===== src/hdl/scapm_pkg.sv =====
`default_nettype none
package scapm_pkg;

    localparam int unsigned CFG_W     = 11;
    localparam int unsigned PAGE_W    = 10;
    localparam int unsigned DEV_W     = 12;
    localparam int unsigned WORD_BITS = 32;
    localparam int unsigned WORD_SH   = 5;

    localparam int unsigned DEF_SWAP_CHUNKS     = 1024;
    localparam int unsigned DEF_TABLE_SLOTS     = 256;
    localparam int unsigned DEF_PAGES_PER_CHUNK = 4;

    typedef enum logic [1:0] {
        OP_WRITE   = 2'd0,
        OP_READ    = 2'd1,
        OP_QUERY   = 2'd2,
        OP_RELEASE = 2'd3
    } t_op;

    typedef enum logic [1:0] {
        ST_OK          = 2'd0,
        ST_DISABLED    = 2'd1,
        ST_NOT_SWAPPED = 2'd2,
        ST_EXHAUSTED   = 2'd3
    } t_status;

    typedef struct packed {
        t_op               operation;
        logic [PAGE_W-1:0] page_index;
    } t_in;

    typedef struct packed {
        t_status          status;
        logic             page_present;
        logic [DEV_W-1:0] device_page;
    } t_out;

    typedef struct packed {
        logic    accept;
        logic    div;
        logic    split;
        logic    look;
        logic    scan_run;
        logic    map_write;
        logic    clr_step;
        logic    res_load;
        t_status res_status;
        logic    res_present;
    } t_cmd;

    typedef struct packed {
        t_op  op;
        logic disabled;
        logic in_table;
        logic mapped;
        logic present;
        logic found;
        logic scan_end;
        logic clr_last;
    } t_stat;

endpackage
`default_nettype wire


===== src/hdl/scapm_ctrl.sv =====
`default_nettype none
module scapm_ctrl (
    input  logic             i_clk,
    input  logic             i_rst_n,
    input  logic             i_in_valid,
    input  scapm_pkg::t_op   i_in_op,
    input  logic             i_out_free,
    input  scapm_pkg::t_stat i_stat,
    output logic             o_in_ready,
    output scapm_pkg::t_cmd  o_cmd
);
    import scapm_pkg::*;

    typedef enum logic [2:0] {
        S_CLEAR,
        S_IDLE,
        S_DIV,
        S_SPLIT,
        S_LOOK,
        S_SCAN,
        S_MAP,
        S_FIN
    } t_state;

    t_state  r_state;
    logic    r_release;
    t_status r_res_status;
    logic    r_res_present;
    logic    w_accept;

    assign o_in_ready = (r_state == S_IDLE);
    assign w_accept   = o_in_ready && i_in_valid;

    always_comb begin
        o_cmd             = '0;
        o_cmd.accept      = w_accept;
        o_cmd.div         = (r_state == S_DIV);
        o_cmd.split       = (r_state == S_SPLIT);
        o_cmd.look        = (r_state == S_LOOK);
        o_cmd.scan_run    = (r_state == S_SCAN);
        o_cmd.map_write   = (r_state == S_MAP);
        o_cmd.clr_step    = (r_state == S_CLEAR);
        o_cmd.res_load    = (r_state == S_FIN) && i_out_free;
        o_cmd.res_status  = r_res_status;
        o_cmd.res_present = r_res_present;
    end

    always_ff @(posedge i_clk) begin
        if (!i_rst_n) begin
            r_state       <= S_CLEAR;
            r_release     <= 1'b0;
            r_res_status  <= ST_OK;
            r_res_present <= 1'b0;
        end else begin
            case (r_state)
                S_CLEAR: begin
                    if (i_stat.clr_last) begin
                        r_state <= r_release ? S_FIN : S_IDLE;
                    end
                end
                S_IDLE: begin
                    if (w_accept) begin
                        if (i_in_op == OP_RELEASE) begin
                            r_state       <= S_CLEAR;
                            r_release     <= 1'b1;
                            r_res_status  <= ST_OK;
                            r_res_present <= 1'b0;
                        end else begin
                            r_state <= S_DIV;
                        end
                    end
                end
                S_DIV: begin
                    r_state <= S_SPLIT;
                end
                S_SPLIT: begin
                    r_state <= S_LOOK;
                end
                S_LOOK: begin
                    r_res_present <= 1'b0;
                    r_res_status  <= ST_OK;
                    r_state       <= S_FIN;
                    case (i_stat.op)
                        OP_WRITE: begin
                            if (i_stat.disabled) begin
                                r_res_status <= ST_DISABLED;
                            end else if (!i_stat.in_table) begin
                                r_res_status <= ST_EXHAUSTED;
                            end else if (i_stat.mapped) begin
                                r_state <= S_MAP;
                            end else begin
                                r_state <= S_SCAN;
                            end
                        end
                        OP_QUERY: begin
                            r_res_present <= i_stat.present;
                        end
                        OP_READ: begin
                            if (i_stat.disabled) begin
                                r_res_status <= ST_DISABLED;
                            end else if (!i_stat.present) begin
                                r_res_status <= ST_NOT_SWAPPED;
                            end else begin
                                r_res_present <= 1'b1;
                            end
                        end
                        default: begin
                            r_res_status <= ST_OK;
                        end
                    endcase
                end
                S_SCAN: begin
                    if (i_stat.found) begin
                        r_state <= S_MAP;
                    end else if (i_stat.scan_end) begin
                        r_res_status  <= ST_EXHAUSTED;
                        r_res_present <= 1'b0;
                        r_state       <= S_FIN;
                    end
                end
                S_MAP: begin
                    r_res_status  <= ST_OK;
                    r_res_present <= 1'b1;
                    r_state       <= S_FIN;
                end
                S_FIN: begin
                    if (i_out_free) begin
                        r_state   <= S_IDLE;
                        r_release <= 1'b0;
                    end
                end
                default: begin
                    r_state <= S_IDLE;
                end
            endcase
        end
    end

endmodule
`default_nettype wire


===== config.mk =====
export PLATFORM = sky130hd
export DESIGN_NAME = scapm_ctrl
export DESIGN_NICKNAME = d
export VERILOG_FILES = /design/src/hdl/scapm_pkg.sv /design/src/hdl/scapm_ctrl.sv
export SDC_FILE = /design/constraint.sdc
export NUM_CORES = 1
export LEC_CHECK = 0
export ABC_AREA = 1
export BUFFER_PORTS_ARGS = -buffer_cell sky130_fd_sc_hd__buf_2
export CAP_MARGIN = 20
export CORE_MARGIN = 2
export CORE_UTILIZATION = 48
export DETAILED_ROUTE_END_ITERATION = 6
export PLACE_DENSITY = 0.77
export SYNTH_ARGS = -nofsm -noshare
export SYNTH_HDL_FRONTEND = slang
export SYNTH_SLANG_ARGS = --single-unit

===== constraint.sdc =====
create_clock -name i_clk -period 1.45 [get_ports i_clk]
set_input_delay 0.145 -clock i_clk [delete_from_list [all_inputs] [get_ports i_clk]]
set_output_delay 0.145 -clock i_clk [all_outputs]
set_load 0.05 [all_outputs]

==> impl_metrics.py, run 1 <==
metrics = {
    "clocking": {
        "cts_buffers": 3,
        "cts_buffer_depth": 2,
        "clkTransAtPathRegs_ns": 0.05,
        "clk_latency_ns": 0.25,
        "root_buffer": "clkbuf_4",
        "ctsHtreeMaxLevel": 1,
        "cts_tree": "yes",
        "cts_setup_buffers": 0,
        "cts.sinks": 7,
    },
    "worst_setup_path": {
        "worstSetupEndpointType": "primary output",
        "r2r-start": "r_state[2]$_SDFFE_PN0P_",
        "path_class": "register to primary output",
        "start_kind": "register",
        "crit_slowest_cell": "dfxtp_1",
        "cp_slowest_stage_delay_ns": 0.29,
        "reg2reg_setup_slack_ns": 0.22,
        "reg2reg_depth": 9,
        "required_ns": 1.31,
        "path_cells": "buf_4 -> buf_4 -> nor2_4 -> buf_2",
        "crit_top_cell": "buf_4",
        "critPathMaxFanout": 11,
        "crit_arrival_ns": 1.25,
        "critPathLaunch": "r_state[2]$_SDFFE_PN0P_",
        "r2r-end": "r_state[1]$_SDFFE_PN0P_",
    },
    "synth": {
        "syn_nets": 136,
        "async_reset_ff_share_pct": 0,
        "syn-cell-area_um2": 741,
        "synth-edff-count": 0,
        "postSynthAreaPerCell_um2": 6.28,
        "ys_top_cells_by_area": "dfxtp_1, nand2_1, nor2_1",
        "syn_inst": 118,
        "synth_seq_cells": 7,
        "synth_top_area_share_pct": 18.9,
        "yosysMostFrequentCell": "nand2_1",
        "yosys.area.top_type": "dfxtp_1",
        "seq_area_frac_synth_pct": 18.9,
        "ys_warn_count": 0,
        "synth_common_cells": "nand2_1, nor2_1, inv_1",
        "ys.flop_type": "dfxtp_1",
        "synthDistinctLibCells": 23,
    },
    "placement": {
        "globalplace.congestion": 0.819,
        "place_ws_ns": 0.145,
        "port_buffers": 26,
        "dp.cells": 159,
        "dpl_cell_area_um2": 912,
        "dp_hpwl_um": 1380,
    },
    "hold_path": {
        "hold_class": "input pin to register",
        "min_to": "r_state[1]$_SDFFE_PN0P_",
        "hp-start": "i_rst_n",
        "min_path_cells": 3,
    },
    "routing": {
        "wl_per_cell_um": 10.4,
        "drt_first_pass_iters": 4,
        "vias_per_cell": 4.88,
        "drt_iter0_drc": 7,
        "post-route-drc-count": 0,
        "drtAntennaViolNets": 0,
        "drt_wl_total_um": 1690,
        "vias": 796,
    },
    "sta": {
        "fin_ws_ns": 0.0506,
        "rsz0062_at_grt": "no",
        "tightestPinTransition_ns": 0.255,
        "slew_viol_final": 0,
        "clock_skew_ns": 0.000353,
        "hold_viol_final": 0,
        "timing.fmax_mhz": 715,
        "relSlewSlack_pct": 83.1,
        "min_period_over_period_pct": 96.5,
        "report.final.setup_viol": 0,
        "fin_setup_tns_ns": 0,
        "worst_hold_slack_ns": 0.175,
        "period_minus_slack_ns": 1.40,
    },
    "layout": {
        "drive_gt1_share_pct": 40.8,
        "areaGrowthSynthToFinish_pct": 29.6,
        "fin_cells": 163,
        "fillCellCount": 147,
        "fin_area_um2": 960,
        "insertedDiodeCount": 0,
        "nets": 166,
    },
    "floorplan": {
        "core_area_mm2": 0.00147,
        "io_pins": 27,
        "start_util_pct": 50.3,
        "dieHeight_um": 43.3,
        "rows": 14,
        "die_w_um": 43.3,
        "fp.dieArea_mm2": 0.00187,
    },
    "grt": {
        "grt_max_degree": 13,
        "antenna_found_initial": 0,
        "grt_use_total_pct": 20.0,
        "overflow": 0,
        "grt_pass1_wl_um": 2850,
        "grt_pass1_vias": 760,
    },
    "pwr": {
        "p_leak_nw": 0.529,
        "power.density_mw_per_mm2": 1710,
        "vdd_drop_max_mv": 1.03,
    },
    "job": {
        "drv_cap": 0,
    },
    "outcome": {
        "status": "finished, final reports clean",
    },
}
## layer usage
metal  track usage (%)  up-vias  wire length [µm]
met3              5.11        2                87
met4              7.88        0                 9
met2              37.0       29               901
li1                  -      418                 -
met1              21.1      347               693
met5                 0        -                 0
## cell type report
class	instances	area, µm²	share of cell area [%]
well taps	16	20.0	2.09
repair buffers	29	183	19.0
inverters	20	80.1	8.34
multi-input cells	87	509	53.1
flip-flops and latches	7	141	14.7
clock buffers	4	26.3	2.74
## through the flow
stage          power [W]  util, %
5_1_grt          0.00176     65.2
3_3_place_gp     0.00143     62.0
3_5_place_dp     0.00145     62.0
6_report         0.00164     65.2
4_1_cts          0.00164     64.2
2_1_floorplan    0.00124        -
## repair_timing
action / 4_1_cts / 5_1_grt
endpoints found under the setup margin: 4 / 4
resized for setup: 3 / 6
hold buffers: 0 / 0
## critical path, delay by kind of cell (launching register included)
kind / cells / cell delay [ns]
buf+inv: 3 / 0.61
flops: 1 / 0.29
simple gates: 1 / 0.10
## report_power, final
group	internal (W)	switching, W
sequential	0.000256	0.0000577
combinational	0.000347	0.000803
clock	0.000105	0.0000731
## kinds of logic after synthesis
group	Yosys count	share of synthesized area, %
compound gates	10	7.43
fa+ha+maj	3	5.07
buf+inv	24	15.9
flops	7	18.9
simple gates	74	52.7
## layout by cell type (no fill, tap or decap)
cell type / instances
a21oi_1: 6
buf_12: 1
buf_2: 22
buf_4: 3
buf_6: 2
clkbuf_1: 1
clkbuf_4: 4
dfxtp_1: 6
dfxtp_2: 1
ha_1: 3
inv_1: 15
inv_2: 3
inv_4: 2
nand2_1: 28
nand2_2: 6
nand2_4: 2
nand3_1: 3
nand3_2: 2
nand3_4: 1
nand4_1: 3
nor2_1: 17
nor2_2: 5
nor2_4: 3
nor2_8: 1
nor3_1: 1
nor3_2: 1
nor3_4: 1
o211ai_1: 1
o21ai_0: 2
o21bai_1: 1
## flip-flops by register name (all words and copies together), names as in the netlist
signal	flops
r_state	3
r_res_status	2
r_res_present	1
r_release	1
## worst max path at each step
stage	slack, ns	end
floorplan	0.003	o_cmd[7]
global placement	0.22	r_res_status[0]$_SDFFE_PN0P_
detailed placement	0.15	r_res_status[1]$_SDFFE_PN0P_
CTS	0.01	o_cmd[10]
global route	0.0004	o_in_ready
finish	0.05	o_cmd[8]
No activity file was read; power rests on OpenSTA's default activity.
==> run 2, diff against run 1 <==
==> constraint.sdc (replaced) <==
create_clock -name i_clk -period 1.45 [get_ports i_clk]
set_input_delay 0.0725 -clock i_clk [delete_from_list [all_inputs] [get_ports i_clk]]
set_output_delay 0.0725 -clock i_clk [all_outputs]
set_load 0.05 [all_outputs]
==> run 2 against run 1 <==
- clock power about the same
- clock-buffer cell count unchanged
- wire length down 9.2%
- worst setup slack better by 0.041 ns
- die area unchanged
- critical path type unchanged
==> impl_metrics.py, run 2 (synthesis results as in run 1) <==
metrics = {
    "placement": {
        "globalplace.congestion": 0.783,
        "port_buffers": 26,
        "place_ws_ns": 0.0687,
        "dp_hpwl_um": 1300,
        "dpl_cell_area_um2": 886,
        "dp.cells": 157,
    },
    "clocking": {
        "cts_buffer_depth": 2,
        "cts_buffers": 3,
        "clkTransAtPathRegs_ns": 0.05,
        "clk_latency_ns": 0.25,
        "cts_setup_buffers": 0,
        "cts.sinks": 7,
        "root_buffer": "clkbuf_4",
        "cts_tree": "yes",
        "hold_buffers": 0,
        "ctsHtreeMaxLevel": 1,
    },
    "floorplan": {
        "rows": 14,
        "die_w_um": 43.3,
        "core_area_mm2": 0.00147,
        "fp.dieArea_mm2": 0.00187,
        "io_pins": 27,
        "start_util_pct": 50.3,
        "dieHeight_um": 43.3,
    },
    "sta": {
        "timing.fmax_mhz": 736,
        "min_period_over_period_pct": 93.7,
        "fin_ws_ns": 0.0915,
        "period_minus_slack_ns": 1.36,
        "rsz0062_at_grt": "no",
        "tightestPinTransition_ns": 0.253,
        "worst_hold_slack_ns": 0.0893,
        "report.final.setup_viol": 0,
        "clock_skew_ns": 0.00577,
        "relSlewSlack_pct": 83.2,
        "slew_viol_final": 0,
        "hold_viol_final": 0,
    },
    "layout": {
        "fin_cells": 161,
        "drive_gt1_share_pct": 40.0,
        "areaGrowthSynthToFinish_pct": 24.2,
        "largest_reg_flops": 3,
        "top_register": "r_state",
        "nets": 164,
        "final_cell_mix": "nand2_1, buf_2, nor2_1, inv_1",
        "insertedDiodeCount": 0,
        "fillCellCount": 148,
        "mostFrequentLayoutCell": "nand2_1",
        "reg_top3": "r_state: 3 flops, r_res_status: 2 flops",
        "fin_area_um2": 920,
    },
    "grt": {
        "grt_pass1_wl_um": 2670,
        "grt_use_total_pct": 18.8,
        "overflow": 0,
        "grt_pass1_vias": 686,
        "grt_max_degree": 13,
        "antenna_found_initial": 0,
    },
    "worst_setup_path": {
        "crit_arrival_ns": 1.29,
        "worstSetupEndpointType": "primary output",
        "start_kind": "register",
        "required_ns": 1.38,
        "crit_slowest_cell": "dfxtp_1",
        "cp_slowest_stage_delay_ns": 0.35,
        "critPathMaxFanout": 12,
        "path_cells": "buf_12 -> inv_4 -> nor3_2 -> buf_2",
        "path_class": "register to primary output",
    },
    "pwr": {
        "power.density_mw_per_mm2": 1730,
        "p_leak_nw": 0.509,
        "vdd_drop_max_mv": 1.02,
    },
    "routing": {
        "vias_per_cell": 4.81,
        "drt_first_pass_iters": 4,
        "drt_wl_total_um": 1540,
        "drtAntennaViolNets": 0,
        "vias": 774,
        "wl_per_cell_um": 9.55,
        "post-route-drc-count": 0,
        "drt_iter0_drc": 13,
    },
    "job": {
        "drv_cap": 0,
    },
    "outcome": {
        "status": "finished, final reports clean",
    },
    "hold_path": {
        "hold_class": "input pin to register",
    },
}
## run 2: changes by cell type in the layout (fill, tap and decap cells not counted), sizes merged
cell / change
buf: -2
## run 2: metrics by stage
stage          setup TNS, ns  total power [W]  util [%]
2_1_floorplan         -0.156          0.00123         -
3_3_place_gp               0          0.00140      60.2
3_5_place_dp               0          0.00141      60.2
4_1_cts                    0          0.00160      62.1
5_1_grt                    0          0.00172      62.5
6_report                   0          0.00159      62.5
## run 2: final cells by class
class	count	area, µm²	share of cell area (%)
Inverter	20	80.1	8.71
Sequential cell	7	145	15.8
Clock buffer	4	26.3	2.86
Multi-Input combinational cell	87	495	53.9
Tap cell	16	20.0	2.18
Timing Repair Buffer	27	153	16.6
## run 2: layer usage
layer  share of wire, %  up-vias  wire, µm  track usage [%]
met5                  0        -         0                0
met4               0.59        0         9             7.27
met3                4.1        2        63             2.55
met2                 47       16       721             31.3
met1                 48      336       742             24.2
li1                   -      420         -                -
## run 2: worst paths after layout
check	startpoint	endpoint	slack, ns	depth (start not counted)
setup / recovery	r_state[2]$_SDFFE_PN0P_	o_cmd[3]	0.09	4
hold / removal	i_rst_n	r_state[1]$_SDFFE_PN0P_	0.09	3
setup reg to reg	r_state[2]$_SDFFE_PN0P_	r_state[1]$_SDFFE_PN0P_	0.25	9
hold reg to reg	r_res_status[1]$_SDFFE_PN0P_	r_res_status[1]$_SDFFE_PN0P_	0.48	2
## run 2: timing repair
item / CTS / global route
gates resized for setup: 1 / 3
pin swaps: 0 / 0
setup endpoints to repair: 7 / 5
## run 2: where the power goes
part           switching [W]  leakage, nW  internal, W
sequential         0.0000869       0.0583     0.000261
combinational       0.000752        0.436     0.000318
clock              0.0000717       0.0150     0.000105
total               0.000911        0.509     0.000683
## run 2: critical path: cells and delay by family, from the launching register on
kind,cells,cell delay (ns)
buf+inv,3,0.50
simple gates,1,0.19
flops,1,0.35
